--- src/hdl/psps_pkg.sv ---
`timescale 1ns / 1ps
package psps_pkg;

    localparam logic [47:0] LOST_MAX = 48'h7FFF_FFFF_FFFF;
    localparam logic [47:0] LOST_MIN = 48'h8000_0000_0000;
    localparam logic [47:0] SUM48_MAX = 48'hFFFF_FFFF_FFFF;
    localparam logic [31:0] MSQ_MAX = 32'd4294836225;
    localparam logic [15:0] WINDOW_RESET = 16'd100;

    localparam logic [1:0] DIV_SEL_SIZE = 2'd0;
    localparam logic [1:0] DIV_SEL_SQUARE = 2'd1;
    localparam logic [1:0] DIV_SEL_RATE = 2'd2;
    localparam logic [1:0] DIV_SEL_MEAN = 2'd3;

    localparam logic [0:0] ADDR_OVERHEAD = 1'b0;
    localparam logic [0:0] ADDR_WINDOW = 1'b1;

    // controller to datapath
    typedef struct packed {
        logic       load_item;
        logic       update;
        logic       div_start;
        logic [1:0] div_sel;
        logic       div_store;
        logic       out_load;
    } psps_cmd_t;

    // datapath to controller
    typedef struct packed {
        logic div_done;
        logic is_media;
    } psps_stat_t;

endpackage

--- src/hdl/psps_ctrl.sv ---
`timescale 1ns / 1ps
module psps_ctrl
(
    input  logic                 clk,
    input  logic                 rst_n,
    input  logic                 in_valid,
    input  logic                 in_ok,
    output logic                 in_stall,
    input  logic                 out_stall,
    output logic                 out_valid,
    input  psps_pkg::psps_stat_t stat,
    output psps_pkg::psps_cmd_t  cmd
);

    typedef enum logic [2:0] {
        S_IDLE, S_UPDATE, S_DIV_START, S_DIV_WAIT, S_OUT
    } state_t;

    state_t     state_reg;
    logic [1:0] sel_reg;
    logic       ovalid_reg;
    logic       accept;

    assign in_stall  = (state_reg != S_IDLE) || (ovalid_reg && out_stall);
    assign accept    = in_valid && !in_stall;
    assign out_valid = ovalid_reg;

    always_comb
    begin
        cmd           = '0;
        cmd.load_item = accept;
        cmd.update    = (state_reg == S_UPDATE);
        cmd.div_start = (state_reg == S_DIV_START);
        cmd.div_sel   = sel_reg;
        cmd.div_store = (state_reg == S_DIV_WAIT) && stat.div_done;
        cmd.out_load  = (state_reg == S_OUT) && !(ovalid_reg && out_stall);
    end

    always_ff @(posedge clk or negedge rst_n)
    begin
        if (!rst_n)
        begin
            state_reg  <= S_IDLE;
            sel_reg    <= psps_pkg::DIV_SEL_SIZE;
            ovalid_reg <= 1'b0;
        end
        else
        begin
            if (cmd.out_load)
                ovalid_reg <= 1'b1;
            else if (ovalid_reg && !out_stall)
                ovalid_reg <= 1'b0;
            case (state_reg)
                S_IDLE:
                    if (accept && in_ok)
                        state_reg <= S_UPDATE;
                S_UPDATE:
                begin
                    sel_reg   <= psps_pkg::DIV_SEL_SIZE;
                    state_reg <= S_DIV_START;
                end
                S_DIV_START:
                    state_reg <= S_DIV_WAIT;
                S_DIV_WAIT:
                    if (stat.div_done)
                    begin
                        case (sel_reg)
                            psps_pkg::DIV_SEL_SIZE:
                            begin
                                sel_reg   <= psps_pkg::DIV_SEL_SQUARE;
                                state_reg <= S_DIV_START;
                            end
                            psps_pkg::DIV_SEL_SQUARE:
                            begin
                                sel_reg   <= stat.is_media ? psps_pkg::DIV_SEL_RATE
                                                           : psps_pkg::DIV_SEL_MEAN;
                                state_reg <= S_DIV_START;
                            end
                            psps_pkg::DIV_SEL_RATE:
                            begin
                                sel_reg   <= psps_pkg::DIV_SEL_MEAN;
                                state_reg <= S_DIV_START;
                            end
                            default:
                                state_reg <= S_OUT;
                        endcase
                    end
                S_OUT:
                    if (!(ovalid_reg && out_stall))
                        state_reg <= S_IDLE;
                default:
                    state_reg <= S_IDLE;
            endcase
        end
    end

endmodule

--- config.mk ---
export PLATFORM = sky130hd
export DESIGN_NAME = psps_ctrl
export DESIGN_NICKNAME = d
export VERILOG_FILES = /design/src/hdl/psps_pkg.sv /design/src/hdl/psps_ctrl.sv
export SDC_FILE = /design/constraint.sdc
export NUM_CORES = 1
export LEC_CHECK = 0
export ABC_AREA = 1
export BUFFER_PORTS_ARGS = -buffer_cell sky130_fd_sc_hd__buf_2
export CAP_MARGIN = 20
export CORE_AREA = 2 2 39 41
export CTS_BUF_LIST = sky130_fd_sc_hd__clkbuf_4 sky130_fd_sc_hd__clkbuf_8
export CTS_CLUSTER_DIAMETER = 150
export DETAILED_ROUTE_END_ITERATION = 10
export DIE_AREA = 0 0 41 43
export PLACE_DENSITY = 0.58
export REMOVE_ABC_BUFFERS = 1
export SLEW_MARGIN = 5
export SYNTH_ARGS = -nofsm -noshare
export SYNTH_HDL_FRONTEND = slang
export SYNTH_SLANG_ARGS = --single-unit
export TNS_END_PERCENT = 5
--- constraint.sdc ---
create_clock -name clk -period 3.15 [get_ports clk]
set_clock_uncertainty 0.1 [all_clocks]
set_input_delay 0.1575 -clock clk [delete_from_list [all_inputs] [get_ports clk]]
set_output_delay 0.1575 -clock clk [all_outputs]
set_load 0.005 [all_outputs]
Word level (Yosys, flattened, before mapping):

Cells that the tools add are included.

* bits in registers: 6
* output and inout bits: 9
* logic and storage cells: 42

* eq/ne operators: 10
* reduce and logical (&&, ||, !) cells: 18
* muxes and demuxes: 11

Operators by type and width (count)
* one-hot mux 3 bit (5 select lines): 1
* 2-to-1 mux 3 bit: 4
* == test 3 x 2 -> 1 bit, second input constant: 2
* logical AND 1 bit: 6
* inequality test 2 bit, second input constant: 3
* one-hot mux 2 bit (3 select lines): 1
* AND reduction 3 bit: 2
* inequality test 4 x 1 -> 1 bit, second input constant: 1
* one-hot mux 2 bit (2 select lines): 1
* nonzero test 2 bit: 2
* == test 3 x 1 -> 1 bit, second input constant: 1
* == test 3 bit, second input constant: 1
* zero test 1 bit: 3
* zero test 3 bit: 1
* 2-to-1 mux 1 bit: 3
* nonzero test 3 bit: 1
* OR reduction 3 bit: 1
* == test 2 x 1 -> 1 bit, second input constant: 1
* == test 2 bit, second input constant: 1
* zero test 2 bit: 1
* 2-to-1 mux 2 bit: 1
* logical OR 1 bit: 1

Depth between registers and ports, before layout:

Gate-level depths: netlist (run 1).

* depth after elaboration: 7
* depth in mapped cells: 7
* mapped depth without buffers: 7

Least setup slack after synthesis (run 1):

Ideal clock, no wire load.

* path kind: register -> output
* from: reg state_reg[2]
* to: out cmd[6] (netlist bit)
* required time: 2.892 ns
* slack: 1.837 ns
* cell stages (with the launch flop): 6
* arrival: 1.055 ns
* cells stage by stage: dfrtp_1 > or2_4 > nor2_2 > nand2_1 > nor2_1 > buf_4

* cells in the longest elaborated chain, start to end: 4

RTL lines
* start: declaration: line psps_ctrl.sv:19 `state_t state_reg;`
* start signal: assignment: line psps_ctrl.sv:43 `state_reg <= S_IDLE;`
* start signal: assignment: line psps_ctrl.sv:56 `state_reg <= S_UPDATE;`
* start signal: assignment: line psps_ctrl.sv:60 `state_reg <= S_DIV_START;`
* nonzero test 3 bit: line psps_ctrl.sv:24 `assign in_stall = (state_reg != S_IDLE) || (ovalid_reg && out_stall);`
* logical OR 1 bit: line psps_ctrl.sv:24
* named net in_stall: line psps_ctrl.sv:8 `output logic in_stall,`
* zero test 1 bit: line psps_ctrl.sv:25 `assign accept = in_valid && !in_stall;`
* logical AND 1 bit: line psps_ctrl.sv:25
* end: declaration: line psps_ctrl.sv:12 `output psps_pkg::psps_cmd_t cmd`

The timed path passes the listed nets, and every way through them passes these cells.

==> results of run 1 <==
## worst max-delay path by stage
stage / startpoint / endpoint / slack, ns / cells after the start
2_1_floorplan: sel_reg[0] / sel_reg[0] / 1.91 / 5
3_3_place_gp: state_reg[2] / cmd[6] / 1.82 / 5
3_5_place_dp: state_reg[2] / cmd[6] / 1.81 / 5
4_1_cts: state_reg[2] / cmd[6] / 1.55 / 5
5_1_grt: state_reg[2] / cmd[6] / 1.45 / 5
6_report: state_reg[2] / cmd[6] / 1.58 / 5
## cells in the final DEF, fill, tap and decap left out, types with 2 or more instances in the layout
master	synthesis	final
dfrtp_1	6	6
o21ai_0	2	2
nand2_1	8	8
buf_2	0	15
nand4_1	2	2
nor2_1	9	9
nand3_1	5	5
ha_1	4	4
o22ai_1	2	2
inv_1	11	11
clkbuf_4	0	3
## worst max-delay path, stage by stage (launching register included)
cell     delay (ns)
dfrtp_1        0.42
or2_4          0.29
nor2_2         0.11
nand2_1        0.07
nor2_1         0.08
buf_2          0.11
## logic make-up after synthesis
| kind of cell | Yosys count | synth area share (%) |
|---|---|---|
| adder cells (fa/ha/maj) | 4 | 11.4 |
| flip-flops | 6 | 34.1 |
| AND/OR/NAND/NOR | 29 | 31.5 |
| buffers and inverters | 13 | 11.9 |
| AO/OA/AOI/OAI | 7 | 11.1 |
## cell type report
cell class | count | area, µm²
fillers | 148 | 823
multi-input cells | 40 | 238
flip-flops and latches | 6 | 150
repair buffers | 16 | 85.1
inverters | 12 | 45.0
clock buffers | 3 | 22.5
well taps | 16 | 20.0
## layer usage
metal | global-route usage, % | up-vias
met1 | 11.9 | 174
met4 | 12.0 | 0
li1 | - | 222
met3 | 1.57 | 2
met2 | 14.1 | 13
met5 | 0 | -
## power by group
group / switching (W) / total (W) / internal [W]
Sequential: 0.0000258 / 0.000127 / 0.000101
Combinational: 0.000134 / 0.000238 / 0.000103
Clock: 0.0000237 / 0.0000666 / 0.0000428
Total: 0.000184 / 0.000431 / 0.000247
## through the flow
step	cell area (µm²)	std cells	total power, W	hold WS [ns]	utilization (%)
3_5_place_dp	528	89	0.000366	-0.115	38.2
4_1_cts	561	93	0.000438	0.0904	40.5
5_1_grt	561	93	0.000483	0.117	40.5
2_1_floorplan	433	58	0.000297	-0.238	-
3_3_place_gp	528	89	0.000367	-0.116	38.2
6_report	561	93	0.000431	0.0963	40.5
==> results.sh, run 1 <==
export IMPL_status="finished, final reports clean"
export IMPL_rsz0062_at_grt="false"
export IMPL_min_path_cells=3
export IMPL_cts_made_buffers=3
export IMPL_r2r_slack_ns=1.82
export IMPL_required_ns=2.89
export IMPL_cp_arrival_ns=1.32
export IMPL_io_pins=16
export IMPL_fp_dieW_um=41
export IMPL_start_util_pct=31.8
export IMPL_post_cts_resized=0
export IMPL_dr_wl_met2_um=327
export IMPL_ant_nets=0
export IMPL_start_kind="register"
export IMPL_port_buffers=15
export IMPL_fmax_mhz=635
export IMPL_met1_length_um=383
export IMPL_antenna_found_initial=0
export IMPL_worstHoldStart="out_stall"
export IMPL_place_detailed_hpwl_um=645
export IMPL_worst_r2r_cell_count=7
export IMPL_synth_edf_count=0
export IMPL_timing_slew_headroom_pct=80.6
export IMPL_cts_htree_levels=1
export IMPL_first_pass_iters=4
export IMPL_ys_seq_area_share_pct=34.1
export IMPL_dieHeight_um=43
export IMPL_root_buffer="clkbuf_4"
export IMPL_globalplace_congestion=0.647
export IMPL_grt_pass1_wl_mm=1.16
export IMPL_routed_top_layer="met4"
export IMPL_drv_slew=0
export IMPL_clock_path_buffers=2
export IMPL_antenna_cells=0
export IMPL_core_area_um2=1380
export IMPL_hold_viol_final=0
export IMPL_finalSetupViolations=0
export IMPL_layout_nets=90
export IMPL_reg2reg_to="sel_reg[1]"
export IMPL_synth_common_cells="inv_1 (11), nor2_1 (9), nand2_1 (8)"
export IMPL_grt_usage_pct=10.3
export IMPL_synth_cell_types=19
export IMPL_cap_violations=0
export IMPL_holdBufCountCts=1
export IMPL_hold_end="out_valid"
export IMPL_min_period_ns=1.57
export IMPL_drive_gt1_share_pct=31.2
export IMPL_ys_flop_type="dfrtp_1"
export IMPL_synth_seq_cells=6
export IMPL_vias=411
export IMPL_yosysMostFrequentCell="inv_1"
export IMPL_min_path_type="in2reg"
export IMPL_die_area_um2=1760
export IMPL_grt_overflow_total=0
export IMPL_wl_per_cell_um=8.38
export IMPL_synthDominantCellAreaShare_pct=34.1
export IMPL_clk_pin_slew_ns=0.04
export IMPL_via_per_inst=4.42
export IMPL_clock_latency_ns=0.24
export IMPL_path_max_fanout=4
export IMPL_pre_cts_ws_ns=1.81
export IMPL_synthArstFlopShare_pct=100
export IMPL_synth_cells=59
export IMPL_drt_iter0_markers=9
export IMPL_peakVddDrop_mv=0.244
export IMPL_timing_final_crit_share_pct=50.0
export IMPL_final_setup_worst_slack_ns=1.58
export IMPL_cts_tree="built"
export IMPL_cp_end_kind="primary output"
export IMPL_clock_sinks=6
export IMPL_synth_area_top_cells="dfrtp_1 (34%), ha_1 (11%), inv_1 (9.4%)"
export IMPL_drt_total_wl_um=779
export IMPL_yosysTopAreaCell="dfrtp_1"
export IMPL_cellLeakagePower_nw=0.330
export IMPL_wl_met3_um=56
export IMPL_syn_to_final_growth_pct=27.3
export IMPL_ys_warn_count=0
export IMPL_largest_reg_flops=3
export IMPL_grt_max_degree=8
export IMPL_post_cts_setup_buffers=0
export IMPL_drc=0
export IMPL_netlist_area_um2=440
export IMPL_r2r_start="sel_reg[0]"
export IMPL_num_rows=14
export IMPL_grt_pass1_vias=334
export IMPL_fin_tns_setup_ns=0
export IMPL_path_class="reg2out"
export IMPL_tightest_slew_ns=0.289
export IMPL_syn_area_per_cell_um2=7.46
export IMPL_powerDensity_nw_per_um2=769
No activity file was read; power rests on OpenSTA's default activity.
==> inputs of run 2 (changes only) <==
Clock period 3.15 ns to 1.5 ns, I/O delays scaled along.
==> run 2 against run 1 <==
First-iteration DRC count decreased by 89%. Die area unchanged. Utilization increased by 1.3 points. Register-to-register slack got worse by 1.6 ns. Critical path type unchanged.
==> results.sh, run 2 (synthesis gave the netlist of run 1 again) <==
export IMPL_powerDensity_nw_per_um2=1620
export IMPL_cts_made_buffers=3
export IMPL_path_max_fanout=4
export IMPL_rsz0062_at_grt="true"
export IMPL_fin_tns_setup_ns=0
export IMPL_cts_tree="built"
export IMPL_min_period_ns=1.41
export IMPL_timing_final_crit_share_pct=93.8
export IMPL_cp_end_kind="primary output"
export IMPL_r2r_slack_ns=0.18
export IMPL_clock_sinks=6
export IMPL_finalInstanceArea_um2=578
export IMPL_grt_pass1_vias=401
export IMPL_grt_max_degree=8
export IMPL_core_area_um2=1380
export IMPL_drt_total_wl_um=794
export IMPL_syn_to_final_growth_pct=31.3
export IMPL_wl_per_cell_um=8.45
export IMPL_grt_usage_pct=11.8
export IMPL_cts_htree_levels=1
export IMPL_worst_r2r_cell_count=7
export IMPL_port_buffers=15
export IMPL_start_util_pct=31.8
export IMPL_r2r_start="sel_reg[0]"
export IMPL_fmax_mhz=711
export IMPL_min_path_cells=3
export IMPL_via_per_inst=4.38
export IMPL_drt_iter0_markers=1
export IMPL_clock_latency_ns=0.23
export IMPL_clock_path_buffers=2
export IMPL_cellLeakagePower_nw=0.335
export IMPL_start_kind="register"
export IMPL_layout_nets=91
export IMPL_drc=0
export IMPL_dpl_instance_area_um2=528
export IMPL_required_ns=1.32
export IMPL_timing_slew_headroom_pct=81.8
export IMPL_pre_cts_ws_ns=0.177
export IMPL_place_detailed_hpwl_um=684
export IMPL_drive_gt1_share_pct=34.6
export IMPL_grt_overflow_total=0
export IMPL_final_setup_worst_slack_ns=0.0930
export IMPL_peakVddDrop_mv=0.564
export IMPL_dieHeight_um=43
export IMPL_die_area_um2=1760
export IMPL_regArea_um2=150
export IMPL_cap_violations=0
export IMPL_grt_pass1_wl_mm=1.44
export IMPL_reg2reg_to="sel_reg[0]"
export IMPL_ant_nets=0
export IMPL_fp_dieW_um=41
export IMPL_tightest_slew_ns=0.272
export IMPL_largest_reg_flops=3
export IMPL_path_class="reg2out"
export IMPL_status="finished, final reports clean"
export IMPL_hold_viol_final=0
export IMPL_antenna_cells=0
export IMPL_startpoint="state_reg[0]"
export IMPL_cp_arrival_ns=1.23
export IMPL_root_buffer="clkbuf_4"
export IMPL_multi_input_area_um2=248
export IMPL_globalplace_congestion=0.734
export IMPL_antenna_found_initial=0
export IMPL_final_cell_mix="buf_2 (15), inv_1 (11), nor2_1 (8)"
export IMPL_vias=412
export IMPL_p_total_w=0.000935
export IMPL_io_pins=16
export IMPL_min_path_type="in2reg"
export IMPL_clk_pin_slew_ns=0.04
export IMPL_finalSetupViolations=0
export IMPL_fillers=156
export IMPL_crit_end="cmd[6]"
export IMPL_drv_slew=0
export IMPL_final_common_cell="buf_2"
export IMPL_first_pass_iters=2
export IMPL_num_rows=14
## run 2: cell count changes in the layout (fill, tap and decap cells not counted)
cell and change:
nor2_1 -1, nor2_4 +1, nand2_2 +1, buf_4 +1, nand2_1 -1
## run 2: per-stage QoR
stage          util, %  instances  hold slack [ns]
6_report          41.8         94           0.0317
5_1_grt           41.8         94           0.0524
4_1_cts           41.0         94           0.0120
3_5_place_dp      38.2         89           -0.195
3_3_place_gp      38.2         89           -0.194
2_1_floorplan        -         58           -0.321
## run 2: layer usage
metal / vias to the layer above / global-route usage, % / wire, µm
met5: - / 0 / 0
met4: 0 / 8.00 / 0
met3: 0 / 1.57 / 51
met2: 9 / 17.8 / 347
met1: 177 / 14.9 / 394
li1: 226 / - / -
## run 2: timing repair
action / CTS / global route
pin swaps: 0 / 2
hold buffers: 1 / 0
endpoints found under the setup margin: 1 / 1
endpoints found under the hold margin: 6 / 0
resized for setup: 0 / 3
setup buffers: 1 / 0
## run 2: area by class of cell
cell class / count / share of cell area [%]
Clock buffer: 3 / 3.90
Timing Repair Buffer: 17 / 16.0
Inverter: 12 / 7.79
Multi-Input combinational cell: 40 / 42.9
Sequential cell: 6 / 26.0
Tap cell: 16 / 3.46
## run 2: power breakdown
part / internal [W] / total (W) / switching [W]
Combinational: 0.000228 / 0.000523 / 0.000294
Sequential: 0.000213 / 0.000273 / 0.0000599
Clock: 0.0000899 / 0.000140 / 0.0000501
## run 2: how the worst min path moves through the flow
stage	from	to	slack [ns]
2_1_floorplan	rst_n	out_valid	-0.32
5_1_grt	out_stall	out_valid	0.05
6_report	out_stall	out_valid	0.03
3_3_place_gp	rst_n	out_valid	-0.19
4_1_cts	out_stall	out_valid	0.01
3_5_place_dp	rst_n	out_valid	-0.19
## run 2: critical path, cell delays in order (launching register included)
cell and delay [ns]:
dfrtp_1 0.37, or2_4 0.27, nor2_4 0.10, nand2_2 0.06, nor2_2 0.09, buf_2 0.11
